==> config.mk <==
export PLATFORM = sky130hd
export DESIGN_NAME = dns_name_label_walker_core
export DESIGN_NICKNAME = d
export VERILOG_FILES = /design/src/hw/rtl/dnlw_pkg.sv /design/src/hw/rtl/dns_name_label_walker_core.sv /design/src/hw/rtl/dnlw_front.sv /design/src/hw/rtl/dnlw_walker.sv
export SDC_FILE = /design/constraint.sdc
export NUM_CORES = 2
export LEC_CHECK = 0
export ABC_AREA = 1
export BUFFER_PORTS_ARGS = -buffer_cell sky130_fd_sc_hd__buf_2
export CAP_MARGIN = 30
export CELL_PAD_IN_SITES_DETAIL_PLACEMENT = 0
export CELL_PAD_IN_SITES_GLOBAL_PLACEMENT = 1
export CORE_UTILIZATION = 38
export CTS_CLUSTER_DIAMETER = 50
export DETAILED_ROUTE_END_ITERATION = 8
export PLACE_DENSITY = 0.72
export SYNTH_ARGS = -nofsm -noshare
export SYNTH_HDL_FRONTEND = slang
export SYNTH_MEMORY_MAX_BITS = 65536
export SYNTH_SLANG_ARGS = --single-unit
==> constraint.sdc <==
create_clock -name clk -period 12.4 [get_ports clk]
set_clock_uncertainty 0.15 [all_clocks]
set_input_delay 2.48 -clock clk [delete_from_list [all_inputs] [get_ports clk]]
set_output_delay 2.48 -clock clk [all_outputs]
set_load 0.05 [all_outputs]
==> src/hw/rtl/dnlw_pkg.sv <==
package dnlw_pkg;

    localparam int MAX_MESSAGE_BYTES_DEF = 512;
    localparam int MAX_WALK_STEPS_DEF    = 512;

    // Walk position: message offset plus one label jump.
    localparam int POS_W   = 15;
    localparam int PTR_W   = 14;
    localparam int PTR_HI_W = PTR_W - 8;

    localparam logic [1:0] PTR_MARK = 2'b11;

    localparam int QUEUE_DEPTH = 2;
    localparam int QPTR_W      = $clog2(QUEUE_DEPTH);
    localparam int QCNT_W      = $clog2(QUEUE_DEPTH + 1);

    typedef enum logic
    {
        CMD_LOAD  = 1'b0,
        CMD_QUERY = 1'b1
    } cmd_t;

    typedef enum logic [1:0]
    {
        ST_OK    = 2'd0,
        ST_BAD   = 2'd1,
        ST_STEPS = 2'd2
    } status_t;

    typedef enum logic [2:0]
    {
        W_IDLE,
        W_STEP,
        W_BYTE,
        W_PTR,
        W_DONE
    } walk_state_t;

    typedef struct packed
    {
        logic       command;
        logic [7:0] byte_value;
        logic       is_last;
        logic [8:0] start_offset;
        logic [7:0] label_index;
    } in_item_t;

    typedef struct packed
    {
        logic [1:0] status;
        logic [7:0] label_count;
        logic       label_found;
        logic [8:0] label_offset;
    } out_item_t;

    typedef struct packed
    {
        cmd_t       kind;
        logic [7:0] byte_value;
        logic       is_last;
        logic [8:0] start_offset;
        logic [7:0] label_index;
    } op_t;

endpackage

==> src/hw/rtl/dns_name_label_walker_core.sv <==
// Channel   Ports                 Handshake               Payload
// request   item, push, full      push & !full            dnlw_pkg::in_item_t
// result    result, empty, pop    pop & !empty            dnlw_pkg::out_item_t
//
// A load writes its byte as it is taken, staying idle; loads stream at one per
// cycle while no query walks. A query passes the queue, dispatch, STEP and BYTE
// per label plus PTR per compression pointer, the root byte and the result
// write; the walk is bounded by MAX_WALK_STEPS bytes examined.
// Reset clears the request queue, message length, write position and result slot.
// A full result slot holds the walker in its done state until pop; requests
// behind it wait in the queue, and full rises once two are queued.
module dns_name_label_walker_core
#(
    parameter int MAX_MESSAGE_BYTES = dnlw_pkg::MAX_MESSAGE_BYTES_DEF,
    parameter int MAX_WALK_STEPS    = dnlw_pkg::MAX_WALK_STEPS_DEF
)
(
    input  logic                clk,
    input  logic                rst_n,
    input  logic                push,
    output logic                full,
    input  dnlw_pkg::in_item_t  item,
    output logic                empty,
    input  logic                pop,
    output dnlw_pkg::out_item_t result
);

    logic          op_valid;
    logic          op_take;
    dnlw_pkg::op_t op;

    dnlw_front u_front
    (
        .clk      (clk),
        .rst_n    (rst_n),
        .push     (push),
        .full     (full),
        .item     (item),
        .op_valid (op_valid),
        .op       (op),
        .op_take  (op_take)
    );

    dnlw_walker
    #(
        .MAX_MESSAGE_BYTES (MAX_MESSAGE_BYTES),
        .MAX_WALK_STEPS    (MAX_WALK_STEPS)
    )
    u_walker
    (
        .clk      (clk),
        .rst_n    (rst_n),
        .op_valid (op_valid),
        .op       (op),
        .op_take  (op_take),
        .pop      (pop),
        .empty    (empty),
        .result   (result)
    );

endmodule

==> src/hw/rtl/dnlw_front.sv <==
module dnlw_front
(
    input  logic               clk,
    input  logic               rst_n,
    input  logic               push,
    output logic               full,
    input  dnlw_pkg::in_item_t item,
    output logic               op_valid,
    output dnlw_pkg::op_t      op,
    input  logic               op_take
);

    dnlw_pkg::op_t                   queue_reg [dnlw_pkg::QUEUE_DEPTH];
    logic [dnlw_pkg::QPTR_W-1:0]     wr_ptr_reg;
    logic [dnlw_pkg::QPTR_W-1:0]     wr_ptr_next;
    logic [dnlw_pkg::QPTR_W-1:0]     rd_ptr_reg;
    logic [dnlw_pkg::QPTR_W-1:0]     rd_ptr_next;
    logic [dnlw_pkg::QCNT_W-1:0]     count_reg;
    logic [dnlw_pkg::QCNT_W-1:0]     count_next;
    logic                            do_push;
    logic                            do_pop;
    dnlw_pkg::op_t                   classified;

    assign full     = (count_reg == dnlw_pkg::QCNT_W'(dnlw_pkg::QUEUE_DEPTH));
    assign op_valid = (count_reg != '0);
    assign op       = queue_reg[rd_ptr_reg];
    assign do_push  = push && !full;
    assign do_pop   = op_take && op_valid;

    always_comb
    begin
        classified.kind         = item.command ? dnlw_pkg::CMD_QUERY : dnlw_pkg::CMD_LOAD;
        classified.byte_value   = item.byte_value;
        classified.is_last      = item.is_last;
        classified.start_offset = item.start_offset;
        classified.label_index  = item.label_index;
    end

    always_comb
    begin
        wr_ptr_next = wr_ptr_reg;
        rd_ptr_next = rd_ptr_reg;
        count_next  = count_reg;
        if (do_push)
        begin
            wr_ptr_next = wr_ptr_reg + dnlw_pkg::QPTR_W'(1);
        end
        if (do_pop)
        begin
            rd_ptr_next = rd_ptr_reg + dnlw_pkg::QPTR_W'(1);
        end
        case ({do_push, do_pop})
            2'b10:   count_next = count_reg + dnlw_pkg::QCNT_W'(1);
            2'b01:   count_next = count_reg - dnlw_pkg::QCNT_W'(1);
            default: count_next = count_reg;
        endcase
    end

    always_ff @(posedge clk or negedge rst_n)
    begin
        if (!rst_n)
        begin
            wr_ptr_reg <= '0;
            rd_ptr_reg <= '0;
            count_reg  <= '0;
        end
        else
        begin
            wr_ptr_reg <= wr_ptr_next;
            rd_ptr_reg <= rd_ptr_next;
            count_reg  <= count_next;
        end
    end

    always_ff @(posedge clk)
    begin
        if (do_push)
        begin
            queue_reg[wr_ptr_reg] <= classified;
        end
    end

endmodule

==> src/hw/rtl/dnlw_walker.sv <==
module dnlw_walker
#(
    parameter int MAX_MESSAGE_BYTES = dnlw_pkg::MAX_MESSAGE_BYTES_DEF,
    parameter int MAX_WALK_STEPS    = dnlw_pkg::MAX_WALK_STEPS_DEF
)
(
    input  logic                clk,
    input  logic                rst_n,
    input  logic                op_valid,
    input  dnlw_pkg::op_t       op,
    output logic                op_take,
    input  logic                pop,
    output logic                empty,
    output dnlw_pkg::out_item_t result
);

    localparam int ADDR_W = (MAX_MESSAGE_BYTES > 1) ? $clog2(MAX_MESSAGE_BYTES) : 1;
    localparam int LEN_W  = $clog2(MAX_MESSAGE_BYTES + 1);
    localparam int STEP_W = $clog2(MAX_WALK_STEPS + 1);
    localparam int POS_W  = dnlw_pkg::POS_W;
    localparam int PTR_W  = dnlw_pkg::PTR_W;
    localparam int HI_W   = dnlw_pkg::PTR_HI_W;

    logic [7:0]                store_mem [MAX_MESSAGE_BYTES];
    logic [7:0]                rd_data_reg;
    logic                      rd_en;
    logic [ADDR_W-1:0]         rd_addr;
    logic                      wr_en;
    logic [ADDR_W-1:0]         wr_addr;

    dnlw_pkg::walk_state_t     state_reg, state_next;
    logic [LEN_W-1:0]          wp_reg, wp_next;
    logic [LEN_W-1:0]          len_reg, len_next;
    logic                      out_valid_reg, out_valid_next;
    dnlw_pkg::out_item_t       result_reg, result_next;

    logic [POS_W-1:0]          pos_reg, pos_next;
    logic [8:0]                start_reg, start_next;
    logic [7:0]                want_reg, want_next;
    logic [7:0]                count_reg, count_next;
    logic [STEP_W-1:0]         steps_reg, steps_next;
    logic                      found_reg, found_next;
    logic [8:0]                found_at_reg, found_at_next;
    logic [HI_W-1:0]           hi_reg, hi_next;
    dnlw_pkg::status_t         status_reg, status_next;

    logic [LEN_W-1:0]          wp_after;
    logic [POS_W-1:0]          len_ext;
    logic [POS_W-1:0]          pos_plus1;
    logic [PTR_W-1:0]          target;

    assign len_ext   = POS_W'(len_reg);
    assign pos_plus1 = pos_reg + POS_W'(1);
    assign target    = {hi_reg, rd_data_reg};
    assign empty     = !out_valid_reg;
    assign result    = result_reg;
    assign wr_addr   = wp_reg[ADDR_W-1:0];

    always_comb
    begin
        state_next    = state_reg;
        wp_next       = wp_reg;
        len_next      = len_reg;
        pos_next      = pos_reg;
        start_next    = start_reg;
        want_next     = want_reg;
        count_next    = count_reg;
        steps_next    = steps_reg;
        found_next    = found_reg;
        found_at_next = found_at_reg;
        hi_next       = hi_reg;
        status_next   = status_reg;
        result_next   = result_reg;
        out_valid_next = (pop && out_valid_reg) ? 1'b0 : out_valid_reg;
        op_take       = 1'b0;
        rd_en         = 1'b0;
        rd_addr       = pos_reg[ADDR_W-1:0];
        wr_en         = 1'b0;
        wp_after      = wp_reg;

        case (state_reg)
            dnlw_pkg::W_IDLE:
            begin
                if (op_valid)
                begin
                    op_take = 1'b1;
                    if (op.kind == dnlw_pkg::CMD_LOAD)
                    begin
                        if (wp_reg < LEN_W'(MAX_MESSAGE_BYTES))
                        begin
                            wr_en    = 1'b1;
                            wp_after = wp_reg + LEN_W'(1);
                        end
                        if (op.is_last)
                        begin
                            len_next = wp_after;
                            wp_next  = '0;
                        end
                        else
                        begin
                            wp_next = wp_after;
                        end
                    end
                    else
                    begin
                        pos_next      = POS_W'(op.start_offset);
                        start_next    = op.start_offset;
                        want_next     = op.label_index;
                        count_next    = '0;
                        steps_next    = '0;
                        found_next    = 1'b0;
                        found_at_next = '0;
                        status_next   = dnlw_pkg::ST_OK;
                        state_next    = dnlw_pkg::W_STEP;
                    end
                end
            end

            dnlw_pkg::W_STEP:
            begin
                if (steps_reg == STEP_W'(MAX_WALK_STEPS))
                begin
                    status_next = dnlw_pkg::ST_STEPS;
                    state_next  = dnlw_pkg::W_DONE;
                end
                else
                begin
                    steps_next = steps_reg + STEP_W'(1);
                    if (pos_reg >= len_ext)
                    begin
                        status_next = dnlw_pkg::ST_BAD;
                        state_next  = dnlw_pkg::W_DONE;
                    end
                    else
                    begin
                        rd_en      = 1'b1;
                        state_next = dnlw_pkg::W_BYTE;
                    end
                end
            end

            dnlw_pkg::W_BYTE:
            begin
                if (rd_data_reg == 8'd0)
                begin
                    state_next = dnlw_pkg::W_DONE;
                end
                else if (rd_data_reg[7:6] == dnlw_pkg::PTR_MARK)
                begin
                    if (pos_plus1 >= len_ext)
                    begin
                        status_next = dnlw_pkg::ST_BAD;
                        state_next  = dnlw_pkg::W_DONE;
                    end
                    else
                    begin
                        rd_en      = 1'b1;
                        rd_addr    = pos_plus1[ADDR_W-1:0];
                        hi_next    = rd_data_reg[HI_W-1:0];
                        state_next = dnlw_pkg::W_PTR;
                    end
                end
                else
                begin
                    if (!found_reg && (count_reg == want_reg))
                    begin
                        found_next    = 1'b1;
                        found_at_next = pos_reg[8:0];
                    end
                    pos_next = pos_reg + POS_W'(rd_data_reg) + POS_W'(1);
                    if (count_reg != 8'hff)
                    begin
                        count_next = count_reg + 8'd1;
                    end
                    state_next = dnlw_pkg::W_STEP;
                end
            end

            dnlw_pkg::W_PTR:
            begin
                if (target >= PTR_W'(start_reg))
                begin
                    status_next = dnlw_pkg::ST_BAD;
                    state_next  = dnlw_pkg::W_DONE;
                end
                else
                begin
                    pos_next   = POS_W'(target);
                    state_next = dnlw_pkg::W_STEP;
                end
            end

            dnlw_pkg::W_DONE:
            begin
                if (!out_valid_reg || pop)
                begin
                    result_next.status       = status_reg;
                    result_next.label_count  = (status_reg == dnlw_pkg::ST_OK) ? count_reg : 8'd0;
                    result_next.label_found  = found_reg;
                    result_next.label_offset = found_reg ? found_at_reg : 9'd0;
                    out_valid_next           = 1'b1;
                    state_next               = dnlw_pkg::W_IDLE;
                end
            end

            default:
            begin
                state_next = dnlw_pkg::W_IDLE;
            end
        endcase
    end

    always_ff @(posedge clk or negedge rst_n)
    begin
        if (!rst_n)
        begin
            state_reg     <= dnlw_pkg::W_IDLE;
            wp_reg        <= '0;
            len_reg       <= '0;
            out_valid_reg <= 1'b0;
        end
        else
        begin
            state_reg     <= state_next;
            wp_reg        <= wp_next;
            len_reg       <= len_next;
            out_valid_reg <= out_valid_next;
        end
    end

    always_ff @(posedge clk)
    begin
        pos_reg      <= pos_next;
        start_reg    <= start_next;
        want_reg     <= want_next;
        count_reg    <= count_next;
        steps_reg    <= steps_next;
        found_reg    <= found_next;
        found_at_reg <= found_at_next;
        hi_reg       <= hi_next;
        status_reg   <= status_next;
        result_reg   <= result_next;
    end

    always_ff @(posedge clk)
    begin
        if (wr_en)
        begin
            store_mem[wr_addr] <= op.byte_value;
        end
        if (rd_en)
        begin
            rd_data_reg <= store_mem[rd_addr];
        end
    end

endmodule

==> reports/metrics.cfg <==
[die]
rows = 249
dieArea_um2 = 467000
die_w_um = 683
initial_core_util = 0.382
fp.coreArea_um2 = 461000
io_pins = 53
die_h_um = 683

[critical_path]
setup.worst_path.start = u_walker.pos_reg[0]
endpoint = u_walker.rd_data_reg[5]
crit_fanout = 97
timing.rr.start = u_walker.pos_reg[0]
start_kind = flip-flop
cp-end-kind = flip-flop
crit_path_max_incr_delay_ps = 720
reg2regPathDepth = 29
cp.arrival_ps = 8580
required_ps = 13120
worstReg2RegEnd = u_walker.rd_data_reg[5]
r2r_setup_slack_ps = 4540
crit_type = flip-flop to flip-flop
slowest_stage = nand2_8

[status]
status = finished clean

[global_route]
grt_util_met2 = 0.349
gr-max-usage-layer = met2
grtUsageMet1 = 0.309
grt_pass1_wl_um = 781000
grt_pass1_vias = 111546
use_met3 = 0.0353
antenna_found_initial = 19
gr-total-overflow = 0
grt_max_degree = 187
grt_usage = 0.222

[synth]
yosys_register_bits = 4274
synthCells = 14920
synth_area_um2 = 176000
synth_edf_count = 4246
ys_warn_count = 0
async_reset_ff_frac = 0.00655
synth.area.top_cells = edfxtp_1, nand3_1, nand2_1
synth.most_common_cell = nand3_1
synthDistinctLibCells = 47
synth_top_area_share = 0.723
postSynthAreaPerCell_um2 = 11.8
ys_top_cells_by_count = nand3_1, edfxtp_1, nand2_1
synth_area_leader_cell = edfxtp_1
yosysSeqAreaShare = 0.727
synth_nets = 14998
synth_ff_type = edfxtp_1

[cts]
clkLatencyLatePin_ps = 1050
postCtsSetupBuffers = 0
clk_pin_slew_ps = 60
cts_tree = yes
postCtsResizedCells = 0
ctsHtreeMaxLevel = 5
numClockSinks = 4274
cts_buffer_depth = 4
root_buffer = clkbuf_16
ctsHoldBuffers = 0
cts_buffers = 463

[final_layout]
final_layout_size_suffix_gt1_frac = 0.0683
layout.nets = 14676
largest_reg_flops = 4096
syn2layout_area_growth_pct = 11.8
final_util = 0.428

[sta]
hold_ws_ps = 336
tightest_slew_ps = 1250
period_minus_slack_ps = 7860
hold_viol = 0
setup_viol = 0
slew_headroom = 0.167
min_period_over_period = 0.634
rsz0062_at_grt = no
max_freq_mhz = 127
tns_ps = 0
slew_violations = 0

[place]
hpwl_um = 298000
gp_congestion = 0.835
io_buffers = 52

[hold_path]
min_path_type = flip-flop to flip-flop

[routing]
dr.pass1.iters = 9
wl_um = 539000
routedWlPerCell_um = 25.5
drc_errors = 0
via_per_inst = 5.61
ant_nets = 0
drt_iter0_markers = 14538
dr_total_vias = 118618

[power_and_ir_drop]
ir_worst_vdd_uv = 249
power_density_nw_per_um2 = 254
p_leak_nw = 67.4

[flow_run]
drv_cap = 0

-- per-stage QoR --
step,power (W),cells,area [um^2],setup WS (ps)
finish,0.0500,21137,197000,4540
global route,0.0520,21124,197000,4310
CTS,0.0499,21109,197000,4750
detailed placement,0.0365,20268,182000,4810
global placement,0.0364,20249,182000,4720
floorplan,0.0308,14920,176000,3600
-- worst max-delay path: cells and delay by family (launching register included) --
| kind | cells | cell delay [ps] |
|---|---|---|
| adder cells (fa/ha/maj) | 2 | 510 |
| AO/OA/AOI/OAI | 1 | 150 |
| flip-flops | 1 | 480 |
| XOR/XNOR | 1 | 210 |
| buffers and inverters | 4 | 1780 |
| AND/OR/NAND/NOR | 21 | 4180 |
-- placed cells by master, fill, tap and decap left out, drive strengths merged, types with 3 or more instances in the layout --
cell and n:
o22ai 5, nor4 6, nor3 27, edfxtp 4246, a31oi 5, nand4 11
clkinvlp 22, a21oi 22, nand2 3349, nor2 646, xor2 20, inv 193
buf 316, o311ai 5, xnor2 4, bufinv 37, clkinv 191, dfrtp 28
o21ai 56, ha 46, or2 3, nand3 5137, clkbuf 579, diode 14
-- power by group --
group / switching, W / internal, W / total (W)
registers: 0.000145 / 0.0183 / 0.0185
logic: 0.0140 / 0.00400 / 0.0180
clock network: 0.00584 / 0.00772 / 0.0136
-- logic make-up after synthesis --
kind of cell | count (synthesis) | synth area share
flip-flops | 4274 | 0.727
buffers and inverters | 1284 | 0.0320
XOR/XNOR | 24 | 0.00119
AND/OR/NAND/NOR | 9180 | 0.233
adder cells (fa/ha/maj) | 47 | 0.00338
AO/OA/AOI/OAI | 111 | 0.00369
-- cell type report --
class | count | area (um^2)
Antenna cell | 14 | 35.0
Clock buffer | 579 | 12100
Clock inverter | 262 | 2700
Fill cell | 42513 | 264000
Inverter | 181 | 724
Multi-Input combinational cell | 9362 | 42800
Sequential cell | 4274 | 128000
Tap cell | 6149 | 7690
Timing Repair Buffer | 316 | 2920
-- routing by layer --
layer	vias up	wire (um)
met5	-	41
li1	53204	-
met4	6	22300
met1	59035	222000
met2	5419	249000
met3	954	45900
-- worst min path at each step --
stage	startpoint	to	slack (ps)	cells after the start
global route	u_walker.status_reg[1]	u_walker.result[19]	350	0
global placement	u_walker.len_reg[5]	u_walker.len_reg[5]	320	2
CTS	u_walker.len_reg[3]	u_walker.len_reg[3]	340	2
floorplan	u_walker.status_reg[0]	u_walker.result[18]	270	0
detailed placement	u_walker.len_reg[3]	u_walker.len_reg[3]	330	2
finish	u_walker.status_reg[1]	u_walker.result[19]	340	0
Power figures use the tool's default switching activity.
